**src/random_aligned_descriptor_generator_core_defines.svh**
```systemverilog
// assertion macros shared by the descriptor generator modules
`ifndef RANDOM_ALIGNED_DESCRIPTOR_GENERATOR_CORE_DEFINES_SVH
`define RANDOM_ALIGNED_DESCRIPTOR_GENERATOR_CORE_DEFINES_SVH
`ifndef SYNTHESIS
`define RADG_ASSERT(label, clk, rst, prop, msg) \
   label: assert property (@(posedge clk) disable iff (rst) prop) else $error(msg);
`define RADG_ASSERT_NORST(label, clk, prop, msg) \
   label: assert property (@(posedge clk) prop) else $error(msg);
`else
`define RADG_ASSERT(label, clk, rst, prop, msg)
`define RADG_ASSERT_NORST(label, clk, prop, msg)
`endif
`endif

```
**src/radg_pkg.sv**
```systemverilog
`timescale 1ns / 1ps

package radg_pkg;

   // field and register widths
   localparam int BlobW  = 41;
   localparam int SeedW  = 64;
   localparam int DescW  = 7;
   localparam int AlignW = 21;
   localparam int PayW   = 16;
   localparam int SeqW   = 64;
   localparam int OffW   = 40;
   localparam int LenW   = 16;
   localparam int DataW  = 64;

   localparam int MaxDesc    = 64;
   localparam int MaxPayload = 64000;
   localparam int IdxW       = $clog2(MaxDesc);

   localparam int RspDataW = 128;

   // divider works through the full generator word, one bit per cycle
   localparam int DivSteps = DataW;
   localparam int DivCntW  = $clog2(DivSteps);

   localparam logic [DataW-1:0] SeqMult = 64'h0000_0000_0000_9e37;
   localparam logic [DataW-1:0] MixMult = 64'd2685821657736338717;

   localparam logic [DescW-1:0]  DefaultDesc  = 7'd16;
   localparam logic [AlignW-1:0] DefaultAlign = 21'd64;

   // reset values of the csr registers
   localparam logic [BlobW-1:0]  BlobReset  = 41'd1073741824;
   localparam logic [SeedW-1:0]  SeedReset  = 64'd305419896;
   localparam logic [DescW-1:0]  DescReset  = 7'd16;
   localparam logic [AlignW-1:0] AlignReset = 21'd64;

   // register indexes
   localparam logic [1:0] RegBlob  = 2'd0;
   localparam logic [1:0] RegSeed  = 2'd1;
   localparam logic [1:0] RegDesc  = 2'd2;
   localparam logic [1:0] RegAlign = 2'd3;

   // partial product select of the shared 32x32 multiplier
   localparam logic [1:0] MulLoLo = 2'd0;
   localparam logic [1:0] MulLoHi = 2'd1;
   localparam logic [1:0] MulHiLo = 2'd2;

   typedef struct packed {
      logic [BlobW-1:0]  blob;
      logic [SeedW-1:0]  seed;
      logic [DescW-1:0]  desc;
      logic [AlignW-1:0] align;
   } cfg_type;

   typedef struct packed {
      logic       load_item;
      logic       div_pay;
      logic       latch_div;
      logic       mul_en;
      logic [1:0] mul_phase;
      logic       mul_seed;
      logic       seed_add;
      logic       mix;
      logic       mul_load;
      logic       emit;
   } cmd_type;

   typedef struct packed {
      logic div_busy;
      logic quot_zero;
      logic out_free;
      logic last_desc;
   } stat_type;

   function automatic logic [PayW-1:0] pay_clamp(input logic [PayW-1:0] pay);
      logic [PayW-1:0] lim;
      lim = PayW'(MaxPayload);
      return (pay > lim) ? lim : pay;
   endfunction

   function automatic logic [DescW-1:0] desc_eff(input logic [DescW-1:0] d);
      logic [DescW-1:0] lim;
      lim = DescW'(MaxDesc);
      if (d == '0) begin
         return DefaultDesc;
      end
      return (d > lim) ? lim : d;
   endfunction

   function automatic logic [AlignW-1:0] align_eff(input logic [AlignW-1:0] al);
      return (al == '0) ? DefaultAlign : al;
   endfunction

   function automatic logic [DataW-1:0] xorshift(input logic [DataW-1:0] x);
      logic [DataW-1:0] t;
      t = x ^ (x >> 12);
      t = t ^ (t << 25);
      t = t ^ (t >> 27);
      return t;
   endfunction

endpackage

```
**src/radg_divider.sv**
```systemverilog
`timescale 1ns / 1ps

// restoring divider, one quotient bit per cycle
module radg_divider (
   input  logic                        clock,
   input  logic                        reset,
   input  logic                        start,
   input  logic [radg_pkg::DataW-1:0]  dividend,
   input  logic [radg_pkg::BlobW-1:0]  divisor,
   output logic                        busy,
   output logic [radg_pkg::DataW-1:0]  quot,
   output logic [radg_pkg::BlobW-1:0]  rem
);

   localparam int DW = radg_pkg::DataW;
   localparam int RW = radg_pkg::BlobW;
   localparam int CW = radg_pkg::DivCntW;

   logic          busy_ff, busy_in;
   logic [CW-1:0] cnt_ff, cnt_in;
   logic [DW-1:0] quot_ff, quot_in;
   logic [RW-1:0] rem_ff, rem_in;
   logic [RW-1:0] dvs_ff, dvs_in;
   logic [RW:0]   trial;
   logic [RW:0]   diff;
   logic          fits;

   assign trial = {rem_ff, quot_ff[DW-1]};
   assign diff  = trial - {1'b0, dvs_ff};
   assign fits  = trial >= {1'b0, dvs_ff};

   always_comb begin
      busy_in = busy_ff;
      cnt_in  = cnt_ff;
      quot_in = quot_ff;
      rem_in  = rem_ff;
      dvs_in  = dvs_ff;
      if (start) begin
         busy_in = 1'b1;
         cnt_in  = CW'(radg_pkg::DivSteps - 1);
         quot_in = dividend;
         rem_in  = '0;
         dvs_in  = divisor;
      end else if (busy_ff) begin
         quot_in = {quot_ff[DW-2:0], fits};
         rem_in  = fits ? diff[RW-1:0] : trial[RW-1:0];
         cnt_in  = cnt_ff - CW'(1);
         if (cnt_ff == '0) begin
            busy_in = 1'b0;
         end
      end
   end

   always_ff @(posedge clock) begin
      if (reset) begin
         busy_ff <= 1'b0;
         cnt_ff  <= '0;
      end else begin
         busy_ff <= busy_in;
         cnt_ff  <= cnt_in;
      end
      quot_ff <= quot_in;
      rem_ff  <= rem_in;
      dvs_ff  <= dvs_in;
   end

   assign busy = busy_ff;
   assign quot = quot_ff;
   assign rem  = rem_ff;

endmodule

```
**src/radg_datapath.sv**
```systemverilog
`timescale 1ns / 1ps
`include "random_aligned_descriptor_generator_core_defines.svh"

module radg_datapath (
   input  logic                           clock,
   input  logic                           reset,
   input  radg_pkg::cfg_type              cfg,
   input  radg_pkg::cmd_type              cmd,
   output radg_pkg::stat_type             stat,
   input  logic [radg_pkg::PayW-1:0]      pay_bytes,
   input  logic                           rsp_tready,
   output logic                           rsp_tvalid,
   output logic [radg_pkg::RspDataW-1:0]  rsp_tdata,
   output logic                           rsp_tlast
);

   localparam int DW = radg_pkg::DataW;
   localparam int BW = radg_pkg::BlobW;
   localparam int LW = radg_pkg::LenW;
   localparam int IW = radg_pkg::IdxW;
   localparam int QW = radg_pkg::DescW;
   localparam int AW = radg_pkg::AlignW;
   localparam int OW = radg_pkg::OffW;
   localparam int PadW = radg_pkg::RspDataW - radg_pkg::SeqW - IW - OW - LW;

   logic [DW-1:0] seq_counter_ff, seq_counter_in;
   logic [DW-1:0] seq_ff, seq_in;
   logic [DW-1:0] x_ff, x_in;
   logic [DW-1:0] acc_ff, acc_in;
   logic [LW-1:0] base_ff, base_in;
   logic [IW-1:0] extra_ff, extra_in;
   logic [IW-1:0] idx_ff, idx_in;

   logic          rsp_valid_ff, rsp_valid_in;
   logic [DW-1:0] rsp_seq_ff;
   logic [IW-1:0] rsp_idx_ff;
   logic [OW-1:0] rsp_off_ff;
   logic [LW-1:0] rsp_len_ff;
   logic          rsp_last_ff;

   logic [QW-1:0] d_eff;
   logic [AW-1:0] al_eff;
   logic [BW-1:0] modv;
   logic [BW-1:0] mask;

   logic          div_start;
   logic [DW-1:0] div_dividend;
   logic [BW-1:0] div_divisor;
   logic          div_busy;
   logic [DW-1:0] div_quot;
   logic [BW-1:0] div_rem;

   logic [DW-1:0] mul_b;
   logic [31:0]   opa, opb;
   logic [DW-1:0] prod;

   logic [LW-1:0] len_raw;
   logic [LW-1:0] len_c;
   logic [BW-1:0] off_raw;
   logic [BW-1:0] off_fit;
   logic [BW-1:0] off_sel;
   logic          over;
   logic          last_desc;
   logic          out_free;

   assign d_eff  = radg_pkg::desc_eff(cfg.desc);
   assign al_eff = radg_pkg::align_eff(cfg.align);
   assign modv   = (cfg.blob == '0) ? BW'(1) : cfg.blob;
   assign mask   = ~({{(BW-AW){1'b0}}, al_eff} - BW'(1));

   // shared divider: payload split first, then one modulo per descriptor
   assign div_start    = cmd.div_pay | cmd.mul_load;
   assign div_dividend = cmd.div_pay
                         ? {{(DW-radg_pkg::PayW){1'b0}}, radg_pkg::pay_clamp(pay_bytes)}
                         : acc_ff;
   assign div_divisor  = cmd.div_pay ? {{(BW-QW){1'b0}}, d_eff} : modv;

   radg_divider u_divider (
      .clock    (clock),
      .reset    (reset),
      .start    (div_start),
      .dividend (div_dividend),
      .divisor  (div_divisor),
      .busy     (div_busy),
      .quot     (div_quot),
      .rem      (div_rem)
   );

   // 64x64 low product from three 32x32 partial products
   assign mul_b = cmd.mul_seed ? radg_pkg::SeqMult : radg_pkg::MixMult;

   always_comb begin
      case (cmd.mul_phase)
         radg_pkg::MulLoHi: begin
            opa = x_ff[31:0];
            opb = mul_b[63:32];
         end
         radg_pkg::MulHiLo: begin
            opa = x_ff[63:32];
            opb = mul_b[31:0];
         end
         default: begin
            opa = x_ff[31:0];
            opb = mul_b[31:0];
         end
      endcase
   end

   assign prod = {32'd0, opa} * {32'd0, opb};

   always_comb begin
      acc_in = acc_ff;
      if (cmd.mul_en) begin
         if (cmd.mul_phase == radg_pkg::MulLoLo) begin
            acc_in = prod;
         end else begin
            acc_in = acc_ff + {prod[31:0], 32'd0};
         end
      end
   end

   always_comb begin
      x_in = x_ff;
      if (cmd.load_item) begin
         x_in = seq_counter_ff;
      end else if (cmd.seed_add) begin
         x_in = acc_ff + cfg.seed;
      end else if (cmd.mix) begin
         x_in = radg_pkg::xorshift(x_ff);
      end else if (cmd.mul_load) begin
         x_in = acc_ff;
      end
   end

   always_comb begin
      seq_counter_in = seq_counter_ff;
      seq_in         = seq_ff;
      base_in        = base_ff;
      extra_in       = extra_ff;
      idx_in         = idx_ff;
      if (cmd.load_item) begin
         seq_counter_in = seq_counter_ff + DW'(1);
         seq_in         = seq_counter_ff;
         idx_in         = '0;
      end
      if (cmd.latch_div) begin
         base_in  = div_quot[LW-1:0];
         extra_in = div_rem[IW-1:0];
      end
      if (cmd.emit) begin
         idx_in = idx_ff + IW'(1);
      end
   end

   // offset placement and clamp into the region
   assign last_desc = {1'b0, idx_ff} == (d_eff - QW'(1));
   assign len_raw   = base_ff + (last_desc ? {{(LW-IW){1'b0}}, extra_ff} : '0);
   assign len_c     = ({{(BW-LW){1'b0}}, len_raw} > cfg.blob) ? cfg.blob[LW-1:0] : len_raw;
   assign off_raw   = div_rem & mask;
   assign over      = ({1'b0, off_raw} + {{(BW+1-LW){1'b0}}, len_raw}) > {1'b0, cfg.blob};
   assign off_fit   = (cfg.blob - {{(BW-LW){1'b0}}, len_c}) & mask;
   assign off_sel   = over ? off_fit : off_raw;

   assign out_free     = !rsp_valid_ff || rsp_tready;
   assign rsp_valid_in = cmd.emit ? 1'b1 : (rsp_tready ? 1'b0 : rsp_valid_ff);

   always_ff @(posedge clock) begin
      if (reset) begin
         seq_counter_ff <= '0;
         rsp_valid_ff   <= 1'b0;
      end else begin
         seq_counter_ff <= seq_counter_in;
         rsp_valid_ff   <= rsp_valid_in;
      end
      seq_ff   <= seq_in;
      x_ff     <= x_in;
      acc_ff   <= acc_in;
      base_ff  <= base_in;
      extra_ff <= extra_in;
      idx_ff   <= idx_in;
      if (cmd.emit) begin
         rsp_seq_ff  <= seq_ff;
         rsp_idx_ff  <= idx_ff;
         rsp_off_ff  <= off_sel[OW-1:0];
         rsp_len_ff  <= len_c;
         rsp_last_ff <= last_desc;
      end
   end

   assign stat.div_busy  = div_busy;
   assign stat.quot_zero = div_quot == '0;
   assign stat.out_free  = out_free;
   assign stat.last_desc = last_desc;

   assign rsp_tvalid = rsp_valid_ff;
   assign rsp_tlast  = rsp_last_ff;
   assign rsp_tdata  = {{PadW{1'b0}}, rsp_len_ff, rsp_off_ff, rsp_idx_ff, rsp_seq_ff};

   `RADG_ASSERT(a_seq_advance, clock, reset,
      cmd.load_item |=> seq_counter_ff == $past(seq_counter_ff) + 64'd1, "sequence did not advance")
   `RADG_ASSERT(a_div_idle_start, clock, reset,
      div_start |-> !div_busy, "divider restarted while busy")
   `RADG_ASSERT_NORST(a_rsp_clear_after_reset, clock,
      reset |=> !rsp_valid_ff, "result beat valid right after reset")

endmodule

```
**src/radg_ctrl.sv**
```systemverilog
`timescale 1ns / 1ps
`include "random_aligned_descriptor_generator_core_defines.svh"

module radg_ctrl (
   input  logic               clock,
   input  logic               reset,
   input  logic               req_tvalid,
   output logic               req_tready,
   output radg_pkg::cmd_type  cmd,
   input  radg_pkg::stat_type stat
);

   localparam logic [3:0] StIdle    = 4'd0;
   localparam logic [3:0] StDivWait = 4'd1;
   localparam logic [3:0] StSeed0   = 4'd2;
   localparam logic [3:0] StSeed1   = 4'd3;
   localparam logic [3:0] StSeed2   = 4'd4;
   localparam logic [3:0] StSeedAdd = 4'd5;
   localparam logic [3:0] StMix     = 4'd6;
   localparam logic [3:0] StMul0    = 4'd7;
   localparam logic [3:0] StMul1    = 4'd8;
   localparam logic [3:0] StMul2    = 4'd9;
   localparam logic [3:0] StMulLoad = 4'd10;
   localparam logic [3:0] StModWait = 4'd11;
   localparam logic [3:0] StEmit    = 4'd12;

   logic [3:0] state_ff, state_in;

   always_comb begin
      state_in   = state_ff;
      cmd        = '0;
      req_tready = 1'b0;
      unique case (state_ff)
         StIdle: begin
            req_tready = 1'b1;
            if (req_tvalid) begin
               cmd.load_item = 1'b1;
               cmd.div_pay   = 1'b1;
               state_in      = StDivWait;
            end
         end
         StDivWait: begin
            if (!stat.div_busy) begin
               cmd.latch_div = 1'b1;
               state_in      = stat.quot_zero ? StIdle : StSeed0;
            end
         end
         StSeed0: begin
            cmd.mul_en    = 1'b1;
            cmd.mul_seed  = 1'b1;
            cmd.mul_phase = radg_pkg::MulLoLo;
            state_in      = StSeed1;
         end
         StSeed1: begin
            cmd.mul_en    = 1'b1;
            cmd.mul_seed  = 1'b1;
            cmd.mul_phase = radg_pkg::MulLoHi;
            state_in      = StSeed2;
         end
         StSeed2: begin
            cmd.mul_en    = 1'b1;
            cmd.mul_seed  = 1'b1;
            cmd.mul_phase = radg_pkg::MulHiLo;
            state_in      = StSeedAdd;
         end
         StSeedAdd: begin
            cmd.seed_add = 1'b1;
            state_in     = StMix;
         end
         StMix: begin
            cmd.mix  = 1'b1;
            state_in = StMul0;
         end
         StMul0: begin
            cmd.mul_en    = 1'b1;
            cmd.mul_phase = radg_pkg::MulLoLo;
            state_in      = StMul1;
         end
         StMul1: begin
            cmd.mul_en    = 1'b1;
            cmd.mul_phase = radg_pkg::MulLoHi;
            state_in      = StMul2;
         end
         StMul2: begin
            cmd.mul_en    = 1'b1;
            cmd.mul_phase = radg_pkg::MulHiLo;
            state_in      = StMulLoad;
         end
         StMulLoad: begin
            cmd.mul_load = 1'b1;
            state_in     = StModWait;
         end
         StModWait: begin
            if (!stat.div_busy) begin
               state_in = StEmit;
            end
         end
         StEmit: begin
            if (stat.out_free) begin
               cmd.emit = 1'b1;
               state_in = stat.last_desc ? StIdle : StMix;
            end
         end
         default: begin
            state_in = StIdle;
         end
      endcase
   end

   always_ff @(posedge clock) begin
      if (reset) begin
         state_ff <= StIdle;
      end else begin
         state_ff <= state_in;
      end
   end

   `RADG_ASSERT(a_busy_after_accept, clock, reset,
      req_tvalid && req_tready |=> !req_tready, "still ready right after taking a beat")
   `RADG_ASSERT(a_no_accept_while_dividing, clock, reset,
      stat.div_busy |-> !req_tready, "ready while the divider runs")

endmodule

```
**src/random_aligned_descriptor_generator_core.sv**
```systemverilog
`timescale 1ns / 1ps

// random aligned descriptor generator
// req channel: one beat per datagram, carrying its payload length in bytes
// rsp channel: one beat per descriptor (sequence, index, offset, length), tlast
//    marks the final descriptor of the datagram; a datagram whose payload is
//    shorter than the descriptor count yields no beats but still takes a sequence
// csr port: region size, generator seed, descriptor count, alignment at 8*i
// order of work: the req beat is taken, the payload is split, the generator is
//    seeded, and then each descriptor is mixed, multiplied, reduced modulo the
//    region and emitted, while rsp_tready keeps up; the next req beat is taken
//    after the last descriptor, or straight after the split when it yields nothing
// the per-descriptor time is set by the shared bit-serial divider (one full run
//    per modulo) plus the 32x32 multiplier used once per partial product
// req_tready is high only while the sequencer is idle; one datagram at a time
// the result register lets the engine finish the next descriptor while a beat
//    waits; with rsp_tready low the engine holds at the emit step
// reset (synchronous) clears the sequence counter, the result valid and the
//    sequencer, and loads the csr reset values
module random_aligned_descriptor_generator_core (
   input  logic                            clock,
   input  logic                            reset,
   // request side
   input  logic                            req_tvalid,
   output logic                            req_tready,
   input  logic [radg_pkg::PayW-1:0]       req_tdata,   // pay_bytes[15:0]
   // response side
   output logic                            rsp_tvalid,
   input  logic                            rsp_tready,
   // sequence_res[63:0], desc_index[69:64], offset[109:70], length[125:110], zero pad
   output logic [radg_pkg::RspDataW-1:0]   rsp_tdata,
   output logic                            rsp_tlast,   // is_last
   // csr port
   input  logic                            csr_psel,
   input  logic                            csr_penable,
   input  logic                            csr_pwrite,
   input  logic [4:0]                      csr_paddr,
   input  logic [63:0]                     csr_pwdata,
   output logic [63:0]                     csr_prdata,
   output logic                            csr_pready
);

   localparam int BW = radg_pkg::BlobW;
   localparam int SW = radg_pkg::SeedW;
   localparam int QW = radg_pkg::DescW;
   localparam int AW = radg_pkg::AlignW;

   logic [BW-1:0] blob_ff, blob_in;
   logic [SW-1:0] seed_ff, seed_in;
   logic [QW-1:0] desc_ff, desc_in;
   logic [AW-1:0] align_ff, align_in;

   logic [1:0]          reg_idx;
   logic                csr_wr;
   radg_pkg::cfg_type   cfg;
   radg_pkg::cmd_type   cmd;
   radg_pkg::stat_type  stat;

   // registers sit on 8 byte steps, low address bits ignored
   assign reg_idx    = csr_paddr[4:3];
   assign csr_pready = 1'b1;
   assign csr_wr     = csr_psel && csr_penable && csr_pwrite && csr_pready;

   always_comb begin
      blob_in  = blob_ff;
      seed_in  = seed_ff;
      desc_in  = desc_ff;
      align_in = align_ff;
      if (csr_wr) begin
         unique case (reg_idx)
            radg_pkg::RegBlob:  blob_in  = csr_pwdata[BW-1:0];
            radg_pkg::RegSeed:  seed_in  = csr_pwdata[SW-1:0];
            radg_pkg::RegDesc:  desc_in  = csr_pwdata[QW-1:0];
            radg_pkg::RegAlign: align_in = csr_pwdata[AW-1:0];
            default: ;
         endcase
      end
   end

   always_ff @(posedge clock) begin
      if (reset) begin
         blob_ff  <= radg_pkg::BlobReset;
         seed_ff  <= radg_pkg::SeedReset;
         desc_ff  <= radg_pkg::DescReset;
         align_ff <= radg_pkg::AlignReset;
      end else begin
         blob_ff  <= blob_in;
         seed_ff  <= seed_in;
         desc_ff  <= desc_in;
         align_ff <= align_in;
      end
   end

   // register read back
   always_comb begin
      unique case (reg_idx)
         radg_pkg::RegBlob:  csr_prdata = {{(64-BW){1'b0}}, blob_ff};
         radg_pkg::RegSeed:  csr_prdata = seed_ff;
         radg_pkg::RegDesc:  csr_prdata = {{(64-QW){1'b0}}, desc_ff};
         radg_pkg::RegAlign: csr_prdata = {{(64-AW){1'b0}}, align_ff};
         default:            csr_prdata = '0;
      endcase
   end

   assign cfg.blob  = blob_ff;
   assign cfg.seed  = seed_ff;
   assign cfg.desc  = desc_ff;
   assign cfg.align = align_ff;

   // sequencer: walks split, seeding, then mix / multiply / modulo / emit per descriptor
   radg_ctrl u_ctrl (
      .clock      (clock),
      .reset      (reset),
      .req_tvalid (req_tvalid),
      .req_tready (req_tready),
      .cmd        (cmd),
      .stat       (stat)
   );

   // datapath: generator state, shared multiplier and divider, result register
   radg_datapath u_datapath (
      .clock       (clock),
      .reset       (reset),
      .cfg         (cfg),
      .cmd         (cmd),
      .stat        (stat),
      .pay_bytes   (req_tdata),
      .rsp_tready  (rsp_tready),
      .rsp_tvalid  (rsp_tvalid),
      .rsp_tdata   (rsp_tdata),
      .rsp_tlast   (rsp_tlast)
   );

endmodule

```
**config.mk**
```make
export PLATFORM = sky130hd
export DESIGN_NAME = random_aligned_descriptor_generator_core
export DESIGN_NICKNAME = d
export VERILOG_FILES = /design/src/radg_pkg.sv /design/src/radg_divider.sv /design/src/radg_datapath.sv /design/src/radg_ctrl.sv /design/src/random_aligned_descriptor_generator_core.sv
export VERILOG_INCLUDE_DIRS = /design/src /design/src/src
export SDC_FILE = /design/constraint.sdc
export NUM_CORES = 2
export LEC_CHECK = 0
export BUFFER_PORTS_ARGS = -buffer_cell sky130_fd_sc_hd__buf_2
export CORE_MARGIN = 2
export CORE_UTILIZATION = 55
export CTS_CLUSTER_SIZE = 14
export DETAILED_ROUTE_END_ITERATION = 6
export GPL_TIMING_DRIVEN = 0
export PLACE_DENSITY = 0.72
export SLEW_MARGIN = 40
export SYNTH_ARGS = -nofsm -noshare
export SYNTH_HDL_FRONTEND = slang
export SYNTH_SLANG_ARGS = --single-unit
```
**constraint.sdc**
```tcl
create_clock -name clock -period 19.5 [get_ports clock]
set_clock_uncertainty 0.15 [all_clocks]
set_input_delay 3.9 -clock clock [delete_from_list [all_inputs] [get_ports clock]]
set_output_delay 3.9 -clock clock [all_outputs]
set_load 0.05 [all_outputs]
```
==> flow_summary.yaml <==
clock_tree:
  cts-root-to-sink-buffers: 3
  h-tree-depth: 3
  cts-root-buf: "clkbuf_16"
  ctsHoldBuffers: 0
  cts-buffers-inserted: 75
  cts-resized-gates: 0
  cts_tree: "done"
  clkSinkCount: 702
  cts_setup_buffers: 0
  clk_pin_slew_worst_paths_ns: 0.06
  worstSkewPairLatency_ns: 0.68
critical_path:
  cp-start-kind: "flip-flop"
  crit_buf_inv: 12
  max_stage_delay_ns: 0.71
  path_class: "flip-flop to flip-flop"
  worstPathArrival_ns: 14.18
  path_common_cell: "fa_1"
  critPathSlowestCell: "clkbuf_1"
  cp_data_required_time_ns: 19.71
  cp_max_fo: 10
  worstSetupEndpointType: "flip-flop"
  path_delay_family: "adder cells"
final_layout:
  layoutNonFillerInstCount: 9268
  fin_nets: 8959
  layout_common_cells: "inv_1 (992), fa_1 (713), nand2_1 (699)"
  num-fill-cells: 10600
  syn2layout_area_growth_pct: 9.52
  drive_gt1_share_pct: 7.32
  fin_area_um2: 74700
  final_common_cell: "inv_1"
timing:
  period_share_pct: 71.6
  tns_ns: 0
  fin_crit_ns: 13.96
  finalSetupViolations: 0
  setup_slack_ns: 5.54
  hold_viol_final: 0
  drv_slew: 0
  fmax_ghz: 0.0716
  slew_headroom_pct: 33.6
  worst_pin_slew_ns: 0.996
  rsz0062_at_grt: "false"
job:
  max-cap-violations: 0
detailed_routing:
  post_drt_wl_per_cell_um: 26.7
  firstDrtPassIters: 7
  vias: 57000
  drtIter0Drc: 7431
  viasPerCell: 6.15
  ant_nets: 0
  drt_wl_total_um: 248000
  drc: 0
floorplan:
  rows: 129
  ioPinCount: 288
  start_util_pct: 55.3
  die_area_um2: 127000
  die_x_um: 356
  core_um2: 123000
  die_h_um: 356
run_status:
  outcome: "completed"
synth:
  yosysSeqAreaShare_pct: 27.2
  synth.cell_area_um2: 68200
  synth_edf_count: 452
  avgSynthCellArea_um2: 9.50
  async_flop_share_pct: 0
  synth-main-ff-cell: "edfxtp_1"
  syn_inst: 7181
  yosys_register_bits: 702
  yosysWarnings: 0
  synth.distinct_cells: 91
grt:
  grtUsageMet2_pct: 57.4
  grtUsageMet3_pct: 9.12
  grt_max_degree: 83
  grt_pass1_wl_um: 360000
  track_usage_pct: 38.8
  busiest_layer: "met2"
  antenna_found_initial: 22
  grt.overflow.total: 0
  grt_pass1_vias: 54800
  use_met1_pct: 53.1
place:
  postPlaceCellArea_um2: 72100
  post-place-ws_ns: 5.95
  gp_congestion: 1.06
  hpwl_um: 208000
  port_buffers: 280
  place_inst: 9117
worst_hold_path:
  hold_path.class: "flip-flop to flip-flop"
==> flip-flops by register name, indices dropped and copies added (netlist names), 7 cells and up <==
register                     count
seed_ff                         64
align_ff                        21
u_datapath.rsp_seq_ff           64
u_datapath.seq_counter_ff       64
u_datapath.base_ff              16
blob_ff                         41
u_datapath.u_divider.quot       64
u_datapath.acc_ff               64
u_datapath.rsp_off_ff           40
u_datapath.rsp_len_ff           16
u_datapath.u_divider.rem        41
u_datapath.x_ff                 64
desc_ff                          7
u_datapath.u_divider.dvs_ff     41
u_datapath.seq_ff               64
==> per-stage QoR <==
stage | util, % | hold slack (ns)
after floorplan | - | 0.250
after global placement | 58.1 | 0.254
after detailed placement | 58.5 | 0.255
after CTS | 60.5 | 0.254
after global routing | 60.5 | 0.269
final | 60.6 | 0.256
==> layout make-up <==
type,count,area [um^2],share of cell area [%]
Tap cell,1637,2050,2.74
Sequential cell,702,18600,24.9
Inverter,996,3750,5.02
Timing Repair Buffer,298,1650,2.21
Clock buffer,97,2040,2.73
Buffer,271,1090,1.46
Clock inverter,41,485,0.650
Antenna cell,13,32.5,0.0436
Multi-Input combinational cell,5213,45000,60.3
==> worst paths after layout <==
check | from | to | slack [ns] | cells after the start
min reg2reg | u_datapath.seq_ff[7] | u_datapath.rsp_seq_ff[7] | 0.26 | 0
max | u_ctrl.state_ff[1] | u_datapath.acc_ff[62] | 5.54 | 43
max reg2reg | u_ctrl.state_ff[1] | u_datapath.acc_ff[62] | 5.54 | 43
min | u_datapath.seq_ff[7] | u_datapath.rsp_seq_ff[7] | 0.26 | 0
==> synthesized netlist by cell type (all sizes together) (38+ instances only) <==
master	instances	area, um^2
inv	994	3730
fa	713	14300
nand2	700	2630
ha	597	7470
a21oi	505	2530
nor2	484	1820
edfxtp	452	13600
o21ai	293	1470
xnor2	277	2430
dfxtp	250	5000
clkbuf	241	905
xor2	188	1650
a21o	148	1110
and2	126	788
nor3	120	616
nand3	117	586
mux2i	107	1070
nand4	74	463
nand2b	52	325
a31oi	51	319
and3	49	307
nor2b	44	275
nor4	42	299
o21a	42	315
or3	38	238
==> metal layers <==
metal,vias up,routed length [um]
li1,25000,-
met1,27900,97600
met2,3476,106000
met3,628,28100
met4,18,15500
met5,-,134
==> cell families (layout without fill, tap and decap cells) <==
family	Yosys count	after routing	synth area share [%]
AND/OR/NAND/NOR	1943	1943	13.3
flip-flops	702	702	27.2
multiplexers	114	114	1.80
AO/OA/AOI/OAI	1359	1359	12.3
buffers and inverters	1267	1703	7.04
XOR/XNOR	469	469	6.11
adder cells (fa/ha/maj)	1325	1325	32.1
other	2	16	0.0110
Power is left out: the tool's default activity adds up to more than one toggle a clock period on the data nets, which glitch-free logic cannot reach.
